<file path="src/rtl/cwd_pkg.sv">
// Package for the CRC-8 checked word deframer.
// Result types, status and register codes, CRC and float-sanitize functions.
// No dependencies.
package cwd_pkg;

  localparam int unsigned FIFO_DEPTH = 2;
  localparam int unsigned FIFO_AW    = (FIFO_DEPTH > 1) ? $clog2(FIFO_DEPTH) : 1;
  localparam int unsigned FIFO_CW    = $clog2(FIFO_DEPTH + 1);

  // status codes
  localparam logic [1:0] ST_OK  = 2'd0;
  localparam logic [1:0] ST_CRC = 2'd1;
  localparam logic [1:0] ST_LEN = 2'd2;

  // configuration register indexes
  localparam logic CFG_CRC_START  = 1'b0;
  localparam logic CFG_FLOAT_MODE = 1'b1;

  localparam logic [7:0]  CRC_START_RST = 8'hFF;
  localparam logic [31:0] EXP_MASK      = 32'h7F80_0000;
  localparam logic [31:0] SIGN_EXP_MASK = 32'hFF80_0000;

  // CRC-8 poly 0x31, one nibble per lookup
  localparam logic [7:0] NIB_TAB [16] = '{
    8'h00, 8'h31, 8'h62, 8'h53, 8'hc4, 8'hf5, 8'ha6, 8'h97,
    8'hb9, 8'h88, 8'hdb, 8'hea, 8'h7d, 8'h4c, 8'h1f, 8'h2e
  };

  // queued result beat: san marks a float pattern still to be sanitized
  typedef struct packed {
    logic [31:0] data;
    logic [1:0]  status;
    logic        done;
    logic        san;
  } res_t;

  function automatic logic [7:0] crc_byte(logic [7:0] c, logic [7:0] b);
    logic [7:0] x;
    x = {c[3:0], 4'h0} ^ NIB_TAB[c[7:4] ^ b[7:4]];
    x = {x[3:0], 4'h0} ^ NIB_TAB[x[7:4] ^ b[3:0]];
    return x;
  endfunction

  function automatic logic [31:0] sanitize(logic [31:0] v);
    logic [31:0] r;
    if ((v & EXP_MASK) == EXP_MASK) begin
      r = '0;
    end else if ((v & EXP_MASK) == '0) begin
      r = v & SIGN_EXP_MASK;
    end else begin
      r = v;
    end
    return r;
  endfunction

endpackage

</file>
<file path="src/rtl/cwd_in_if.sv">
// Input channel of the deframer: one received byte per beat.
// Standalone, no dependencies.
interface cwd_in_if;
  logic       valid;
  logic       ready;
  logic [7:0] rx_byte;
  logic       frame_first;
  logic       frame_last;

  modport source (output valid, rx_byte, frame_first, frame_last, input ready);
  modport sink   (input valid, rx_byte, frame_first, frame_last, output ready);
endinterface

</file>
<file path="src/rtl/cwd_out_if.sv">
// Result channel of the deframer: one word, float or error per beat.
// Standalone, no dependencies.
interface cwd_out_if;
  logic        valid;
  logic        ready;
  logic [31:0] data_value;
  logic [1:0]  status;
  logic        frame_done;

  modport source (output valid, data_value, status, frame_done, input ready);
  modport sink   (input valid, data_value, status, frame_done, output ready);
endinterface

</file>
<file path="src/rtl/cwd_front.sv">
// Front end: config registers, tuple framing, CRC check, float pairing.
// Depends on cwd_pkg and cwd_in_if.
module cwd_front (
  input  logic          clk,
  input  logic          rst_n,
  cwd_in_if.sink        in_ch,
  input  logic          cfg_we,
  input  logic          cfg_index,
  input  logic [7:0]    cfg_wdata,
  input  logic          q_full,
  output logic          push,
  output cwd_pkg::res_t push_res
);
  import cwd_pkg::*;

  logic [7:0]  crc_start_r;
  logic        float_mode_r;
  logic [1:0]  pos_r, pos_nxt;
  logic [7:0]  crc_r, crc_nxt;
  logic [7:0]  b0_r, b0_nxt;
  logic [7:0]  b1_r, b1_nxt;
  logic [15:0] upper_r, upper_nxt;
  logic        half_r, half_nxt;
  logic        failed_r, failed_nxt;

  logic        acc;
  logic [1:0]  pos;
  logic        half, failed, emit;
  logic [1:0]  st;
  logic [31:0] val;
  logic        san;
  logic [15:0] word;
  logic [7:0]  b;

  assign in_ch.ready = !q_full;
  assign acc         = in_ch.valid && in_ch.ready;
  assign b           = in_ch.rx_byte;
  assign word        = {b0_r, b1_r};

  always_comb begin
    pos        = in_ch.frame_first ? 2'd0 : pos_r;
    half       = in_ch.frame_first ? 1'b0 : half_r;
    failed     = in_ch.frame_first ? 1'b0 : failed_r;
    pos_nxt    = pos;
    half_nxt   = half;
    failed_nxt = failed;
    crc_nxt    = crc_r;
    b0_nxt     = b0_r;
    b1_nxt     = b1_r;
    upper_nxt  = upper_r;
    emit       = 1'b0;
    st         = ST_OK;
    val        = '0;
    san        = 1'b0;
    case (pos)
      2'd0: begin
        crc_nxt = crc_byte(crc_start_r, b);
        b0_nxt  = b;
        pos_nxt = 2'd1;
      end
      2'd1: begin
        crc_nxt = crc_byte(crc_r, b);
        b1_nxt  = b;
        pos_nxt = 2'd2;
      end
      default: begin
        pos_nxt = 2'd0;
        if (crc_r != b) begin
          emit = 1'b1;
          st   = ST_CRC;
        end else if (!float_mode_r) begin
          emit = 1'b1;
          val  = {16'h0000, word};
        end else if (!half) begin
          upper_nxt = word;
          half_nxt  = 1'b1;
        end else begin
          half_nxt = 1'b0;
          emit     = 1'b1;
          val      = {upper_r, word};
          san      = 1'b1;
        end
      end
    endcase
    if (in_ch.frame_last && !emit && (pos_nxt != 2'd0 || (float_mode_r && half_nxt))) begin
      emit = 1'b1;
      st   = ST_LEN;
    end
    if (failed) begin
      emit = 1'b0;
    end
    if (emit && st != ST_OK) begin
      failed_nxt = 1'b1;
    end
    if (in_ch.frame_last) begin
      pos_nxt    = 2'd0;
      half_nxt   = 1'b0;
      failed_nxt = 1'b0;
    end
  end

  assign push            = acc && emit;
  assign push_res.data   = (st != ST_OK) ? 32'h0 : val;
  assign push_res.status = st;
  assign push_res.done   = in_ch.frame_last;
  assign push_res.san    = san && (st == ST_OK);

  always_ff @(posedge clk) begin
    if (!rst_n) begin
      crc_start_r  <= CRC_START_RST;
      float_mode_r <= 1'b0;
      pos_r        <= 2'd0;
      half_r       <= 1'b0;
      failed_r     <= 1'b0;
    end else begin
      if (cfg_we) begin
        unique case (cfg_index)
          CFG_CRC_START:  crc_start_r  <= cfg_wdata;
          CFG_FLOAT_MODE: float_mode_r <= cfg_wdata[0];
          default: ;
        endcase
      end
      if (acc) begin
        pos_r    <= pos_nxt;
        half_r   <= half_nxt;
        failed_r <= failed_nxt;
      end
    end
  end

  always_ff @(posedge clk) begin
    if (!rst_n) begin
      b0_r    <= '0;
      b1_r    <= '0;
      upper_r <= '0;
    end else if (acc) begin
      b0_r    <= b0_nxt;
      b1_r    <= b1_nxt;
      upper_r <= upper_nxt;
    end
  end

  always_ff @(posedge clk) begin
    if (acc) begin
      crc_r <= crc_nxt;
    end
  end

endmodule

</file>
<file path="src/rtl/cwd_fifo.sv">
// Short result queue between front and back ends.
// Depends on cwd_pkg.
module cwd_fifo (
  input  logic          clk,
  input  logic          rst_n,
  input  logic          push,
  input  cwd_pkg::res_t push_res,
  input  logic          pop,
  output logic          full,
  output logic          empty,
  output cwd_pkg::res_t head
);
  import cwd_pkg::*;

  res_t                 mem_r [FIFO_DEPTH];
  logic [FIFO_AW-1:0]   wp_r, rp_r;
  logic [FIFO_CW-1:0]   cnt_r;

  assign full  = (cnt_r == FIFO_CW'(FIFO_DEPTH));
  assign empty = (cnt_r == '0);
  assign head  = mem_r[rp_r];

  function automatic logic [FIFO_AW-1:0] ptr_inc(logic [FIFO_AW-1:0] p);
    return (p == FIFO_AW'(FIFO_DEPTH - 1)) ? '0 : p + 1'b1;
  endfunction

  always_ff @(posedge clk) begin
    if (!rst_n) begin
      wp_r  <= '0;
      rp_r  <= '0;
      cnt_r <= '0;
    end else begin
      if (push) begin
        wp_r <= ptr_inc(wp_r);
      end
      if (pop) begin
        rp_r <= ptr_inc(rp_r);
      end
      if (push && !pop) begin
        cnt_r <= cnt_r + 1'b1;
      end else if (pop && !push) begin
        cnt_r <= cnt_r - 1'b1;
      end
    end
  end

  always_ff @(posedge clk) begin
    if (push) begin
      mem_r[wp_r] <= push_res;
    end
  end

endmodule

</file>
<file path="src/rtl/cwd_back.sv">
// Back end: drains the queue into the output register, sanitizing floats.
// Depends on cwd_pkg and cwd_out_if.
module cwd_back (
  input  logic          clk,
  input  logic          rst_n,
  input  logic          q_empty,
  input  cwd_pkg::res_t head,
  output logic          pop,
  cwd_out_if.source     out_ch
);
  import cwd_pkg::*;

  logic        valid_r;
  logic [31:0] data_r;
  logic [1:0]  status_r;
  logic        done_r;

  assign pop = !q_empty && (!valid_r || out_ch.ready);

  always_ff @(posedge clk) begin
    if (!rst_n) begin
      valid_r <= 1'b0;
    end else if (pop) begin
      valid_r <= 1'b1;
    end else if (out_ch.ready) begin
      valid_r <= 1'b0;
    end
  end

  always_ff @(posedge clk) begin
    if (pop) begin
      data_r   <= head.san ? sanitize(head.data) : head.data;
      status_r <= head.status;
      done_r   <= head.done;
    end
  end

  assign out_ch.valid      = valid_r;
  assign out_ch.data_value = data_r;
  assign out_ch.status     = status_r;
  assign out_ch.frame_done = done_r;

endmodule

</file>
<file path="src/rtl/crc8_checked_word_deframer_top.sv">
// CRC-8 checked word deframer. Takes one response byte per beat (any rate up to
// one per cycle); bytes group into tuples of two data bytes and a CRC-8 byte
// (poly 0x31, MSB first, start value from register 0, no final xor). Word mode
// gives each good tuple as a big-endian 16-bit value in the low half of
// data_value; float mode (register 1) pairs two good tuples into a float with
// NaN/Inf forced to 0 and zero/denormal reduced to its sign. A CRC mismatch
// (status 1) or a frame ending mid-tuple or mid-pair (status 2) gives one error
// beat with data 0, and the rest of the frame is dropped. Throughput is one
// byte per cycle while the queue has room; the front end decides on a taken
// byte in the same cycle and writes its result to the queue, from which the
// output register loads it. A two-entry queue between the front end and the
// output register lets input keep flowing while a result waits; in_ready
// falls only when that queue is full. Config writes are meant for idle time.
// Depends on cwd_pkg, cwd_in_if, cwd_out_if, cwd_front, cwd_fifo, cwd_back.
module crc8_checked_word_deframer_top (
  input  logic       clk,
  input  logic       rst_n,
  cwd_in_if.sink     in_ch,
  cwd_out_if.source  out_ch,
  input  logic       cfg_we,
  input  logic       cfg_index,
  input  logic [7:0] cfg_wdata
);
  import cwd_pkg::*;

  logic push, pop, q_full, q_empty;
  res_t push_res, head;

  // framing, CRC and pairing state; decides which bytes make a result
  cwd_front u_front (
    .clk      (clk),
    .rst_n    (rst_n),
    .in_ch    (in_ch),
    .cfg_we   (cfg_we),
    .cfg_index(cfg_index),
    .cfg_wdata(cfg_wdata),
    .q_full   (q_full),
    .push     (push),
    .push_res (push_res)
  );

  // decouples the byte side from output back-pressure
  cwd_fifo u_fifo (
    .clk     (clk),
    .rst_n   (rst_n),
    .push    (push),
    .push_res(push_res),
    .pop     (pop),
    .full    (q_full),
    .empty   (q_empty),
    .head    (head)
  );

  // float cleanup and the registered result beat
  cwd_back u_back (
    .clk    (clk),
    .rst_n  (rst_n),
    .q_empty(q_empty),
    .head   (head),
    .pop    (pop),
    .out_ch (out_ch)
  );

endmodule

</file>
<file path="src/flat_wrapper.sv">
// flat-port wrapper written by rule: the top's interface ports become plain ports
module crc8_checked_word_deframer_top_flat import cwd_pkg::*;
  (clk, rst_n, cfg_we, cfg_index, cfg_wdata, in_ch_valid, in_ch_rx_byte, in_ch_frame_first, in_ch_frame_last, in_ch_ready, out_ch_valid, out_ch_data_value, out_ch_status, out_ch_frame_done, out_ch_ready);
  cwd_in_if in_ch_i ();
  cwd_out_if out_ch_i ();
  input  logic clk;
  input  logic rst_n;
  input  logic cfg_we;
  input  logic cfg_index;
  input  logic [7:0] cfg_wdata;
  input wire logic [$bits(in_ch_i.valid)-1:0] in_ch_valid;
  input wire logic [$bits(in_ch_i.rx_byte)-1:0] in_ch_rx_byte;
  input wire logic [$bits(in_ch_i.frame_first)-1:0] in_ch_frame_first;
  input wire logic [$bits(in_ch_i.frame_last)-1:0] in_ch_frame_last;
  output wire logic [$bits(in_ch_i.ready)-1:0] in_ch_ready;
  output wire logic [$bits(out_ch_i.valid)-1:0] out_ch_valid;
  output wire logic [$bits(out_ch_i.data_value)-1:0] out_ch_data_value;
  output wire logic [$bits(out_ch_i.status)-1:0] out_ch_status;
  output wire logic [$bits(out_ch_i.frame_done)-1:0] out_ch_frame_done;
  input wire logic [$bits(out_ch_i.ready)-1:0] out_ch_ready;
  assign in_ch_i.valid = in_ch_valid;
  assign in_ch_i.rx_byte = in_ch_rx_byte;
  assign in_ch_i.frame_first = in_ch_frame_first;
  assign in_ch_i.frame_last = in_ch_frame_last;
  assign in_ch_ready = in_ch_i.ready;
  assign out_ch_valid = out_ch_i.valid;
  assign out_ch_data_value = out_ch_i.data_value;
  assign out_ch_status = out_ch_i.status;
  assign out_ch_frame_done = out_ch_i.frame_done;
  assign out_ch_i.ready = out_ch_ready;
  crc8_checked_word_deframer_top u_core (.clk(clk), .rst_n(rst_n), .in_ch(in_ch_i), .out_ch(out_ch_i), .cfg_we(cfg_we), .cfg_index(cfg_index), .cfg_wdata(cfg_wdata));
endmodule
</file>
<file path="config.mk">
export PLATFORM = sky130hd
export DESIGN_NAME = crc8_checked_word_deframer_top_flat
export DESIGN_NICKNAME = d
export VERILOG_FILES = /design/src/rtl/cwd_pkg.sv /design/src/rtl/cwd_in_if.sv /design/src/rtl/cwd_out_if.sv /design/src/rtl/cwd_front.sv /design/src/rtl/cwd_fifo.sv /design/src/rtl/cwd_back.sv /design/src/rtl/crc8_checked_word_deframer_top.sv /design/src/flat_wrapper.sv
export SDC_FILE = /design/constraint.sdc
export NUM_CORES = 1
export LEC_CHECK = 0
export ABC_AREA = 1
export BUFFER_PORTS_ARGS = -buffer_cell sky130_fd_sc_hd__buf_4
export CORE_UTILIZATION = 56
export CTS_BUF_LIST = sky130_fd_sc_hd__clkbuf_8
export CTS_CLUSTER_DIAMETER = 100
export DETAILED_ROUTE_END_ITERATION = 7
export PLACE_DENSITY = 0.81
export SYNTH_ARGS = -nofsm -noshare
export SYNTH_HDL_FRONTEND = slang
export SYNTH_HIERARCHICAL = 1
export SYNTH_SLANG_ARGS = --single-unit
</file>
<file path="constraint.sdc">
create_clock -name clk -period 4.2 [get_ports clk]
set_clock_uncertainty 0.15 [all_clocks]
set_input_delay 0.84 -clock clk [delete_from_list [all_inputs] [get_ports clk]]
set_output_delay 0.84 -clock clk [all_outputs]
set_load 0.05 [all_outputs]
</file>
==> results.yml, run 1 <==
worst_setup_path:
  regToRegSetupSlack_ns: 1.01
  crit_slowest_cell: "xnor2_1"
  crit_type: "input pin to flop"
  cp_cell_sequence: "buf_4 > xnor2_1 > ha_1 > nand2_1 > nor2_1 > and2_4 > nor2_2 > nor2_1 > nand2_2 > inv_1 > o21ai_0 > nor2_1 > inv_1 > nor2_2 > buf_12"
  r2r_end: "u_core/u_fifo/mem_r[0][29]$_DFFE_PP_"
  cp.arrival_ns: 3.30
  cpMostUsedCell: "nor2_1"
  worstSetupEndpointType: "flop"
  max_stage_delay_ns: 0.31
  r2r-start: "u_core/u_front/crc_r[5]$_DFFE_PP_"
  path_delay_family: "simple AND/OR/NAND/NOR gates"
  rr_worst_depth: 14
  cp_max_fo: 36
  required_ns: 4.18
  cp-start-kind: "input pin"
  cp_num_buf_inv: 4
outcome:
  outcome: "completed"
power:
  power-per-cell-area_mw_per_mm2: 627.8
  p_leak_nw: 3.428
  vdd_drop_max_uv: 284.2
sta:
  setup_viol: 0
  setup_tns_ns: 0
  rsz0062_at_grt: "false"
  hold_slack_ns: 0.3197
  finalCriticalPeriod_ns: 3.322
  clock.fmax_ghz: 0.3010
  final_max_slew_viol_count: 0
  finalCritPeriodShare: 0.7910
  relSlewSlack: 0.4592
  finalHoldViolations: 0
  tightest_slew_ns: 0.8112
detailed_routing:
  ant_nets: 0
  wl_um: 13340
  drt_pass1_iterations: 4
  drt_iter0_markers: 363
  vias_per_cell: 5.081
  drc: 0
  num_vias: 4680
  wire_per_inst_um: 14.48
job:
  max-cap-violations: 0
floorplan:
  design.core.area_mm2: 0.01277
  rows: 41
  fp.dieW_um: 117.0
  pin_count: 61
  dieHeight_um: 117.0
  initial_utilization: 0.5800
  die-area_mm2: 0.01369
grt:
  grt_max_degree: 38
  grt_overflow: 0
  antenna_found_initial: 0
  grtUsageTotal: 0.2108
  grt_pass1_wl_um: 21600
  first_global_vias: 4643
clocking:
  ctsHtreeMaxLevel: 4
  cts_sinks: 166
  cts_made_buffers: 17
  cts.repair.resized: 0
  cts_buffer_depth: 2
  cts_tree: "done"
  cts_setup_buffers: 0
  clk_latency_ns: 0.43
  clockRootBuffer: "clkbuf_8"
  clk_pin_slew_ns: 0.08
  ctsHoldBuffers: 0
logic_synthesis:
  netlist_area_mm2: 0.007408
  synth_area_per_cell_um2: 11.07
  syn_nets: 702
  synth.top_cell.area_share: 0.4661
  synthArstFlopShare: 0
  synth-edff-count: 115
  yosys_most_used_dff: "edfxtp_1"
  synth_area_leaders: "edfxtp_1 47%, dfxtp_1 14%, mux2_4 6.1%, inv_1 5.3%, nand2_1 4.9%"
  yosysSeqAreaShare: 0.6040
  ys_warn_count: 6
  synth-seq-cells: 166
  synth_cell_types: 37
  synthesis.instances: 669
  yosysTopAreaCell: "edfxtp_1"
cells_and_area:
  area_growth_pct: 13.04
  n_fill_cell: 945
  num_antenna_cells: 0
  drive_gt1_frac: 0.2150
  nNetsFinal: 769
  mostFrequentLayoutCells: "115 x edfxtp_1, 105 x inv_1, 96 x nand2_1, 65 x buf_4, 65 x nor2_1"
  final_common_cell: "edfxtp_1"
hold_path:
  worstHoldPathCells: 2
  min_to: "u_core/u_front/half_r$_SDFFE_PN0P_"
  hold_path.startpoint: "u_core/u_front/half_r$_SDFFE_PN0P_"
  hp-class: "flop to flop"
placement:
  gp_congestion: 0.8247
  io_buffers: 60
  place_hpwl_um: 9383
metal layers:
| layer | global-route usage | vias to the layer above | wire (um) |
|---|---|---|---|
| li1 | - | 2345 | - |
| met1 | 0.2380 | 2195 | 5530 |
| met3 | 0.05252 | 16 | 569 |
| met4 | 0.07932 | 0 | 189 |
| met5 | 0 | - | 0 |
| met2 | 0.3846 | 124 | 7046 |
flip-flops by register name (all words and copies together), names as in the netlist, named ones only:
| signal | cells |
|---|---|
| u_core/u_back/out_ch.frame_done | 1 |
| u_core/u_front/float_mode_r | 1 |
| u_core/u_fifo/rp_r | 1 |
| u_core/u_front/pos_r | 2 |
| u_core/u_fifo/mem_r | 72 |
| u_core/u_back/out_ch.valid | 1 |
| u_core/u_front/half_r | 1 |
| u_core/u_back/out_ch.data_value | 32 |
| u_core/u_front/b1_r | 8 |
| u_core/u_front/failed_r | 1 |
| u_core/u_front/upper_r | 16 |
| u_core/u_front/b0_r | 8 |
| u_core/u_front/crc_start_r | 8 |
| u_core/u_fifo/wp_r | 1 |
| u_core/u_back/out_ch.status | 2 |
| u_core/u_fifo/cnt_r | 2 |
| u_core/u_front/crc_r | 8 |
worst min-delay path, delay by kind of cell (launching register included):
kind / cells / cell delay (ns)
AND/OR/NAND/NOR: 1 / 0.06
flip-flops: 1 / 0.32
AO/OA/AOI/OAI: 1 / 0.06
cells in the mapped netlist (3+ instances only):
master,number
a211oi_1,16
a21oi_1,29
buf_12,3
buf_2,3
buf_6,5
clkbuf_1,6
dfxtp_1,51
edfxtp_1,115
ha_1,9
inv_1,105
mux2_2,6
mux2_4,30
nand2_1,96
nand3_1,19
nor2_1,66
nor2_2,5
nor3_1,25
nor3_2,3
o21ai_0,29
or2_2,3
xnor2_1,16
xnor2_2,4
xor2_1,8
how the worst max path moves through the flow:
stage,from,to,slack (ns),cells past startpoint
global route,in_ch_rx_byte[5],u_core/u_fifo/mem_r[0][17]$_DFFE_PP_,0.71,15
floorplan,in_ch_rx_byte[5],u_core/u_fifo/mem_r[0][0]$_DFFE_PP_,0.28,13
global placement,in_ch_rx_byte[5],u_core/u_fifo/mem_r[0][15]$_DFFE_PP_,0.63,15
finish,in_ch_rx_byte[5],u_core/u_fifo/mem_r[0][29]$_DFFE_PP_,0.88,15
detailed placement,in_ch_rx_byte[5],u_core/u_fifo/mem_r[0][13]$_DFFE_PP_,0.41,15
CTS,in_ch_rx_byte[5],u_core/u_fifo/mem_r[0][12]$_DFFE_PP_,0.87,15
power by group:
part / switching [mW] / internal, mW / total (mW) / leakage [nW]
registers: 0.148 / 2.11 / 2.26 / 1.49
logic: 1.25 / 0.688 / 1.93 / 1.75
clock network: 0.573 / 0.489 / 1.06 / 0.188
cell type report:
class	count	area [um2]	area share
clock buffer	18	247.7	0.02958
clock inverter	14	125.1	0.01494
inverter	107	401.6	0.04796
multi-input combinational	377	2381	0.2843
sequential	166	4476	0.5344
tap	172	215.2	0.02570
timing repair buffer	67	528.0	0.06305
cells by family after synthesis:
family,share of synthesized area
AO/OA/AOI/OAI,0.05844
XOR/XNOR,0.03935
adder cells (fa/ha/maj),0.01520
buffers and inverters,0.07651
flip-flops,0.6040
multiplexers,0.06992
AND/OR/NAND/NOR,0.1366
metrics by stage:
stage                     cell area [um2]  setup WS (ns)  total power [mW]  cells    util
final                                8374         0.8777             5.257    921  0.6556
after global routing                 8374         0.7094             5.541    921  0.6556
after CTS                            8374         0.8719             5.290    921  0.6556
after detailed placement             8001         0.4066             4.235    889  0.6264
after global placement               8001         0.6310             4.166    889  0.6264
after floorplan                      7411         0.2801             3.806    669       -
No activity file was read; power rests on OpenSTA's default activity.
==> run 2: changes to the inputs <==
--- a/config.mk
+++ b/config.mk
@@ -5,7 +5,7 @@
 export SDC_FILE = /design/constraint.sdc
 export NUM_CORES = 1
 export LEC_CHECK = 0
-export ABC_AREA = 1
+export ABC_AREA = 0
 export BUFFER_PORTS_ARGS = -buffer_cell sky130_fd_sc_hd__buf_4
 export CORE_UTILIZATION = 56
 export CTS_BUF_LIST = sky130_fd_sc_hd__clkbuf_8
==> constraint.sdc (replaced) <==
create_clock -name clk -period 2.9 [get_ports clk]
set_clock_uncertainty 0.15 [all_clocks]
set_input_delay 0.58 -clock clk [delete_from_list [all_inputs] [get_ports clk]]
set_output_delay 0.58 -clock clk [all_outputs]
set_load 0.05 [all_outputs]
==> run 2 against run 1 <==
  * Worst setup slack worse by 0.61 ns
  * Combinational power is 55% higher
  * Via count is 9.8% lower
  * Global-route usage is 0.51 points lower
  * Critical path depth is 6 lower
  * Register-to-register slack worse by 0.75 ns
  * Flip-flop and latch count stayed put
  * Critical endpoint is now u_core/u_fifo/mem_r[1][0]$_DFFE_PP_
  * Total power is 50% higher
==> results.yml, run 2 <==
outcome:
  outcome: "completed"
detailed_routing:
  drc: 0
  drt_pass1_iterations: 4
  num_vias: 4223
  vias_per_cell: 5.239
  drt_iter0_markers: 229
  ant_nets: 0
  wl_um: 12620
  wire_per_inst_um: 15.65
sta:
  relSlewSlack: 0.5367
  rsz0062_at_grt: "false"
  final_max_slew_viol_count: 0
  clock.fmax_ghz: 0.3793
  finalHoldViolations: 0
  setup_tns_ns: 0
  finalCritPeriodShare: 0.9092
  tightest_slew_ns: 0.6919
  finalCriticalPeriod_ns: 2.637
  setup_viol: 0
clocking:
  cts_sinks: 166
  cts_made_buffers: 17
  clk_pin_slew_ns: 0.08
  cts_buffer_depth: 2
  cts_setup_buffers: 0
  cts_tree: "done"
  clk_latency_ns: 0.45
  ctsHtreeMaxLevel: 4
  cts.repair.resized: 0
  ctsHoldBuffers: 0
  clockRootBuffer: "clkbuf_8"
worst_setup_path:
  r2r-start: "u_core/u_front/crc_r[4]$_DFFE_PP_"
  cp_max_fo: 36
  max_stage_delay_ns: 0.41
  cp.arrival_ns: 2.63
  cp_num_buf_inv: 2
  crit_slowest_cell: "edfxtp_1"
  crit_type: "flop to flop"
  cp_cell_sequence: "xnor2_1 > ha_1 > nand2_4 > nor3_1 > o211ai_1 > a221oi_2 > buf_4 > and2_2 > buf_12"
  worstSetupEndpointType: "flop"
  required_ns: 2.89
  crit_start: "u_core/u_front/crc_r[4]$_DFFE_PP_"
  cp-start-kind: "flop"
  path_delay_family: "compound AO/OA/AOI/OAI gates"
cells_and_area:
  final_common_cell: "edfxtp_1"
  n_fill_cell: 887
  area_growth_pct: 16.90
  nNetsFinal: 654
  drive_gt1_frac: 0.2776
  num_antenna_cells: 0
  largest_register_ffs: 72
  multi_input_area_mm2: 0.002718
  top_register: "u_core/u_fifo/mem_r"
  instances_no_fill: 806
  final_core_util: 0.6733
  mostFrequentLayoutCells: "115 x edfxtp_1, 81 x buf_4, 51 x dfxtp_1, 44 x nand2_1, 38 x nor2b_1"
  fin_area_mm2: 0.008532
  regArea_mm2: 0.004474
floorplan:
  die-area_mm2: 0.01349
  fp.dieW_um: 116.2
  pin_count: 61
  initial_utilization: 0.5760
  design.core.area_mm2: 0.01267
  rows: 41
  dieHeight_um: 116.2
logic_synthesis:
  synthArstFlopShare: 0
  synth.top_cell.area_share: 0.4732
  yosys_most_used_dff: "edfxtp_1"
  synth_cell_types: 52
  synth_area_leaders: "edfxtp_1 47%, dfxtp_1 14%, mux2_2 5.7%, mux2i_1 3.8%, xnor2_1 3.5%"
  yosysSeqAreaShare: 0.6131
  synthesis.instances: 541
  netlist_area_mm2: 0.007298
  synth_area_per_cell_um2: 13.49
  netlist_top_cells_count: "115 x edfxtp_1, 51 x dfxtp_1, 45 x nand2_1, 40 x nor2b_1"
  synth-seq-cells: 166
  ys_warn_count: 6
  synth-edff-count: 115
  yosysTopAreaCell: "edfxtp_1"
  yosysMostFrequentCell: "edfxtp_1"
  syn_nets: 574
placement:
  io_buffers: 60
  place_hpwl_um: 8819
  placed_area_mm2: 0.008112
  dp.cells: 774
  gp_congestion: 0.8764
hold_path:
  hp-class: "input pin to flop"
  hold_path.startpoint: "cfg_wdata[1]"
grt:
  grt_pass1_wl_um: 20400
  antenna_found_initial: 0
  first_global_vias: 4177
  grt_max_degree: 52
  grtUsageTotal: 0.2056
  grt_overflow: 0
power:
  power-per-cell-area_mw_per_mm2: 925.2
  vdd_drop_max_uv: 605.4
  p_leak_nw: 3.165
job:
  max-cap-violations: 0
==> run 2: worst register-to-register path, cell delays in order, from the launching register on <==
cell and delay [ns]:
edfxtp_1 0.41, xnor2_1 0.22, ha_1 0.27, nand2_4 0.08, nor3_1 0.19, o211ai_1 0.13, a221oi_2 0.31, buf_4 0.17
and2_2 0.16, buf_12 0.22
==> run 2: layout make-up <==
type	count	area share
inverter	9	0.004253
clock buffer	17	0.02742
tap	172	0.02522
timing repair buffer	84	0.07831
multi-input combinational	343	0.3185
sequential	166	0.5244
clock inverter	15	0.02185
==> run 2: logic make-up (layout without fill, tap and decap cells) <==
group                      count (synthesis)  in the layout  synth area share
buffers and inverters                     32            125           0.02606
muxes                                     65             65           0.09549
and+or+nand+nor                          188            188            0.1521
adders and majority gates                  9              9           0.01543
xor gates and xnor gates                  44             44           0.06275
DFF                                      166            166            0.6131
AOI/OAI and AO/OA                         37             37           0.03514
==> run 2: stage by stage <==
step / hold slack [ns] / setup WS [ns] / total power, mW
after global routing: 0.1726 / 0.1382 / 8.290
after detailed placement: 0.3301 / -0.01072 / 6.221
after CTS: 0.1606 / 0.2799 / 7.951
after global placement: 0.3152 / 0.05356 / 6.129
final: 0.1819 / 0.2633 / 7.894
after floorplan: 0.3016 / -0.02827 / 5.418
==> run 2: path summary, 6_finish.rpt <==
check / end / slack (ns) / cells past startpoint
min reg2reg: u_core/u_front/b1_r[3]$_SDFFE_PN0P_ / 0.34 / 2
min: u_core/u_front/crc_start_r[1]$_SDFFE_PN1P_ / 0.18 / 3
max reg2reg: u_core/u_fifo/mem_r[1][0]$_DFFE_PP_ / 0.26 / 9
max: u_core/u_fifo/mem_r[1][0]$_DFFE_PP_ / 0.26 / 9
==> run 2: layer usage <==
metal	global-route usage	vias to the layer above	part of all wire
li1	-	2076	-
met1	0.2366	2043	0.42
met2	0.3603	87	0.52
met3	0.05293	17	0.042
met4	0.09573	0	0.018
met5	0	-	0
==> run 2: power by group <==
group	internal (mW)	switching [mW]	leakage [nW]
sequential	3.01	0.169	1.50
combinational	1.25	1.74	1.46
clock	0.926	0.802	0.210
total	5.18	2.71	3.16
